==> src/ltrm_pkg.sv <==
`default_nettype none
package ltrm_pkg;
	localparam int TABLE_DEPTH = 64;
	localparam int COUNT_BITS = 16;
	localparam int IDX_BITS = $clog2(TABLE_DEPTH);
	localparam int USED_BITS = $clog2(TABLE_DEPTH + 1);
	localparam int CORDIC_STEPS = 16;
	localparam logic [33:0] CORDIC_GAIN = 34'sd652032874;
	localparam logic [COUNT_BITS-1:0] COUNT_MAX = {COUNT_BITS{1'b1}};

	localparam logic [1:0] ST_UPDATED = 2'd0;
	localparam logic [1:0] ST_ADDED = 2'd1;
	localparam logic [1:0] ST_NO_POSE = 2'd2;
	localparam logic [1:0] ST_FULL = 2'd3;

	function automatic logic [31:0] atan_lut(input logic [3:0] i);
		logic [31:0] r;
		begin
			case (i)
				4'd0: r = 32'h20000000;
				4'd1: r = 32'h12E4051D;
				4'd2: r = 32'h09FB385B;
				4'd3: r = 32'h051111D4;
				4'd4: r = 32'h028B0D43;
				4'd5: r = 32'h0145D7E1;
				4'd6: r = 32'h00A2F61E;
				4'd7: r = 32'h00517C55;
				4'd8: r = 32'h0028BE53;
				4'd9: r = 32'h00145F2E;
				4'd10: r = 32'h000A2F98;
				4'd11: r = 32'h000517CC;
				4'd12: r = 32'h00028BE6;
				4'd13: r = 32'h000145F3;
				4'd14: r = 32'h0000A2F9;
				default: r = 32'h0000517C;
			endcase
			return r;
		end
	endfunction
endpackage
`default_nettype wire

==> src/ltrm_divider.sv <==
`default_nettype none
// Signed restoring divider, truncating toward zero: 33-bit dividend by a
// positive divisor of COUNT_BITS+1 bits, one quotient bit per cycle.
module ltrm_divider import ltrm_pkg::*; (
	input  wire                    clk,
	input  wire                    arst_n,
	input  wire                    start,
	input  wire signed [32:0]      dividend,
	input  wire [COUNT_BITS:0]     divisor,
	output logic                   done,
	output logic signed [32:0]     quotient
);
	logic [32:0] mag_q;
	logic [32:0] quo_q;
	logic [COUNT_BITS+1:0] rem_q;
	logic [COUNT_BITS:0] dvs_q;
	logic neg_q;
	logic busy_q;
	logic [5:0] cnt_q;
	logic [COUNT_BITS+1:0] trial;
	logic [COUNT_BITS+1:0] shifted;

	assign shifted = {rem_q[COUNT_BITS:0], mag_q[32]};
	assign trial = shifted - {1'b0, dvs_q};

	always_ff @(posedge clk or negedge arst_n) begin
		if (!arst_n) begin
			busy_q <= 1'b0;
			done <= 1'b0;
			cnt_q <= '0;
		end else begin
			done <= 1'b0;
			if (start) begin
				busy_q <= 1'b1;
				cnt_q <= 6'd0;
			end else if (busy_q) begin
				cnt_q <= cnt_q + 6'd1;
				if (cnt_q == 6'd32) begin
					busy_q <= 1'b0;
					done <= 1'b1;
				end
			end
		end
	end

	always_ff @(posedge clk) begin
		if (start) begin
			mag_q <= dividend[32] ? 33'(-dividend) : 33'(dividend);
			neg_q <= dividend[32];
			dvs_q <= divisor;
			rem_q <= '0;
			quo_q <= '0;
		end else if (busy_q) begin
			mag_q <= {mag_q[31:0], 1'b0};
			if (!trial[COUNT_BITS+1]) begin
				rem_q <= trial;
				quo_q <= {quo_q[31:0], 1'b1};
			end else begin
				rem_q <= shifted;
				quo_q <= {quo_q[31:0], 1'b0};
			end
		end
	end

	assign quotient = neg_q ? -$signed(quo_q) : $signed(quo_q);
endmodule
`default_nettype wire

==> config.mk <==
export PLATFORM = sky130hd
export DESIGN_NAME = ltrm_divider
export DESIGN_NICKNAME = d
export VERILOG_FILES = /design/src/ltrm_pkg.sv /design/src/ltrm_divider.sv
export SDC_FILE = /design/constraint.sdc
export NUM_CORES = 1
export LEC_CHECK = 0
export BUFFER_PORTS_ARGS = -buffer_cell sky130_fd_sc_hd__buf_2
export CORE_ASPECT_RATIO = 0.75
export CORE_MARGIN = 1.5
export CORE_UTILIZATION = 63
export DETAILED_ROUTE_END_ITERATION = 8
export PLACE_DENSITY = 0.94
export SYNTH_ARGS = -nofsm -noshare
export SYNTH_HDL_FRONTEND = slang
export SYNTH_SLANG_ARGS = --single-unit
==> constraint.sdc <==
create_clock -name clk -period 6.2 [get_ports clk]
set_clock_uncertainty 0.05 [all_clocks]
set_input_delay 0.62 -clock clk [delete_from_list [all_inputs] [get_ports clk]]
set_output_delay 0.62 -clock clk [all_outputs]
set_load 0.005 [all_outputs]
==> flow_summary.toml <==
[synth]
synthArstFlopShare_pct = 7.339
ys_ff_latch = 109
synth_seq_area_share_pct = 42.62
ys.flop_type = "edfxtp_1"
synth-xor-area-share_pct = 11.05
synth_cell_type_count = 57
synth.most_common_cell = "nor2_1"
synthesis.area_sq_mm = 0.006411
synth_top_area_share_pct = 23.89
syn_inst = 682
synth_compound_area_share_pct = 14.93
yosysWarnings = 0
ys_top_cells_by_area = "edfxtp_1 24%, dfxtp_1 16%, mux2i_1 6.9%"
synth_fa_ha_area_share_pct = 4.411
yosys.area_share.simple_pct = 16.04
synth_nets = 757
synth-edff-count = 51
synth_common_cells = "101 x nor2_1, 51 x edfxtp_1, 50 x a21oi_1, 50 x dfxtp_1, 44 x mux2i_1"
synth.largest_area_cell = "edfxtp_1"
synthMuxAreaShare_pct = 7.045
synth_top_family_by_area = "simple AND/OR/NAND/NOR gates"
avgSynthCellArea_sq_um = 9.401

[finish]
seq_area_sq_mm = 0.002734
areaGrowthSynthToFinish_pct = 12.18
final_cells = 884
multi_input_area_sq_mm = 0.003428
drive_gt1_share_pct = 16.09
fill_cells = 706
fin_nets = 822
antennaDiodeCount = 0

[floorplanning]
rows = 31
ios = 87
dieHeight_um = 90.37
die-area_sq_mm = 0.01080
core_sq_mm = 0.009774
initial_core_util_pct = 65.59
die_x_um = 119.5

[timing]
finalHoldViolCount = 0
clock.fmax_ghz = 0.2703
timing.setup.tns_ns = 0
tightest_slew_ns = 1.051
final-max-slew-violation-count = 0
whs_ns = 0.04648
finalSetupViolCount = 0
grt_setup_unrepaired = "false"
fin_crit_ns = 3.699
min_period_over_period_pct = 59.66
relSlewSlack_pct = 29.93

[clock_tree]
tritoncts = "done"
clkTransAtPathRegs_ns = 0.08
clk_latency_ns = 0.35
root_buffer = "clkbuf_16"
numClockSinks = 109
cts_buffers = 9
cts.htree.levels = 3
cts_buffer_depth = 2
ctsResizeCount = 0
postCtsSetupRepairBufs = 0
cts_hold_buf = 0

[critical_path]
cp_slowest_cell = "or4_4"
worstSetupEndpointType = "output port"
required_ns = 5.53
cp.arrival_ns = 3.03
crit_family = "simple AND/OR/NAND/NOR gates"
start_kind = "register"
cp_cell_sequence = "or4_4, nor4_2, and4b_1, nand2_1, or4_1, o21ai_1, xnor2_1, buf_2"
path_max_fanout = 7
crit_type = "register to output port"
max_stage_delay_ns = 0.60
path_buf_inv = 1
r2r_start = "dvs_q[4]$_DFFE_PP_"
startpoint = "quo_q[14]$_SDFFE_PP0P_"

[min_path]
min_path_type = "input pin to async pin"

[power_and_ir_drop]
irDropWorstVdd_v = 0.0001620
p_per_area_mw_per_mm2 = 214.9
finalPower_uw = 1546
p_leak_uw = 0.003338

[placed_design]
globalplace.congestion = 0.9701
dp.cells = 868
port-buffer-count = 86
dp_hpwl_um = 9763

[route]
drt_wl_total_um = 13910
dr.pass1.iters = 5
routedWlPerCell_um = 15.74
vias = 5311
viasPerCell = 6.008
antenna_left = 0
drc_errors = 0
drt_iter0_markers = 400

[status]
run_status = "finished clean"

[global_route]
overflow = 0
grt_usage_pct = 25.88
grt_max_degree = 77
grt_pass1_vias = 5015
antenna_found_initial = 0
grt_pass1_wl_um = 22850

[flow_run]
maxCapViolCount = 0
-- where the power goes --
part / switching, uW / internal [uW]
Clock: 266 / 302
Combinational: 94.5 / 66.6
Sequential: 18.5 / 798
Total: 379 / 1170
-- cells in the final DEF (no fill, tap or decap), drive strengths merged, types with 2 or more instances in the layout --
cell and count:
and2 5, ha 21, nand2 43, or4 8, nor2b 4, dfrtp 8, a2111oi 3, a211oi 13
nor4 8, dfxtp 50, a21o 6, o31ai 22, or3 13, o41ai 5, nand4b 2, inv 33
nand4 4, xor2 36, o21ai 29, nor3 9, a21oi 50, nor3b 3, a31oi 5, xnor2 44
mux2i 44, buf 90, a311oi 6, clkbuf 11, nand3 6, nand2b 4, nor2 101, edfxtp 51
-- registers in the layout (all words and copies together), names as in the netlist --
signal	count
dvs_q	17
busy_q	1
quo_q	33
mag_q	33
cnt_q	6
neg_q	1
rem_q	17
done	1
-- per-stage QoR --
step                      setup slack, ns  util, %  area [sq um]
after floorplan                     3.334        -          6411
after global placement              3.132    70.58          6899
after detailed placement            2.937    70.58          6899
after CTS                           2.505    73.58          7192
after global routing                2.325    73.58          7192
final                               2.501    73.58          7192
-- routing by layer --
metal	GRT usage (%)	vias to the layer above	part of all wire, %
li1	-	2554	-
met1	33.16	2526	43
met2	43.10	196	49
met3	5.619	35	5.7
met4	9.821	0	2.0
met5	0	-	0
-- worst paths after layout --
check                                              end  slack, ns  cells past startpoint
max in group asynchronous             busy_q$_DFF_PN0_       5.86                      1
worst min register to register  rem_q[14]$_SDFFE_PP0P_       0.46                      2
worst max register to register   rem_q[7]$_SDFFE_PP0P_       2.89                     10
min in group clk                   dvs_q[15]$_DFFE_PP_       0.39                      1
worst max-delay path                      quotient[29]       2.50                      8
worst min-delay path              cnt_q[3]$_DFFE_PN0P_       0.05                      1
-- cell type report --
class	instances	area share (%)
well taps	132	2.296
multi-input cells	508	47.67
clock buffers	11	3.532
clock inverters	5	0.5393
flip-flops and latches	109	38.01
repair buffers	90	6.437
inverters	29	1.514
-- cells by family (layout without fill, tap and decap cells) --
logic type,Yosys count,count (layout)
flip-flops,109,109
buffers and inverters,65,135
AND/OR/NAND/NOR,215,215
adder cells (fa/ha/maj),22,22
XOR/XNOR,80,80
multiplexers,45,45
AO/OA/AOI/OAI,146,146
No activity file was read; power rests on OpenSTA's default activity.
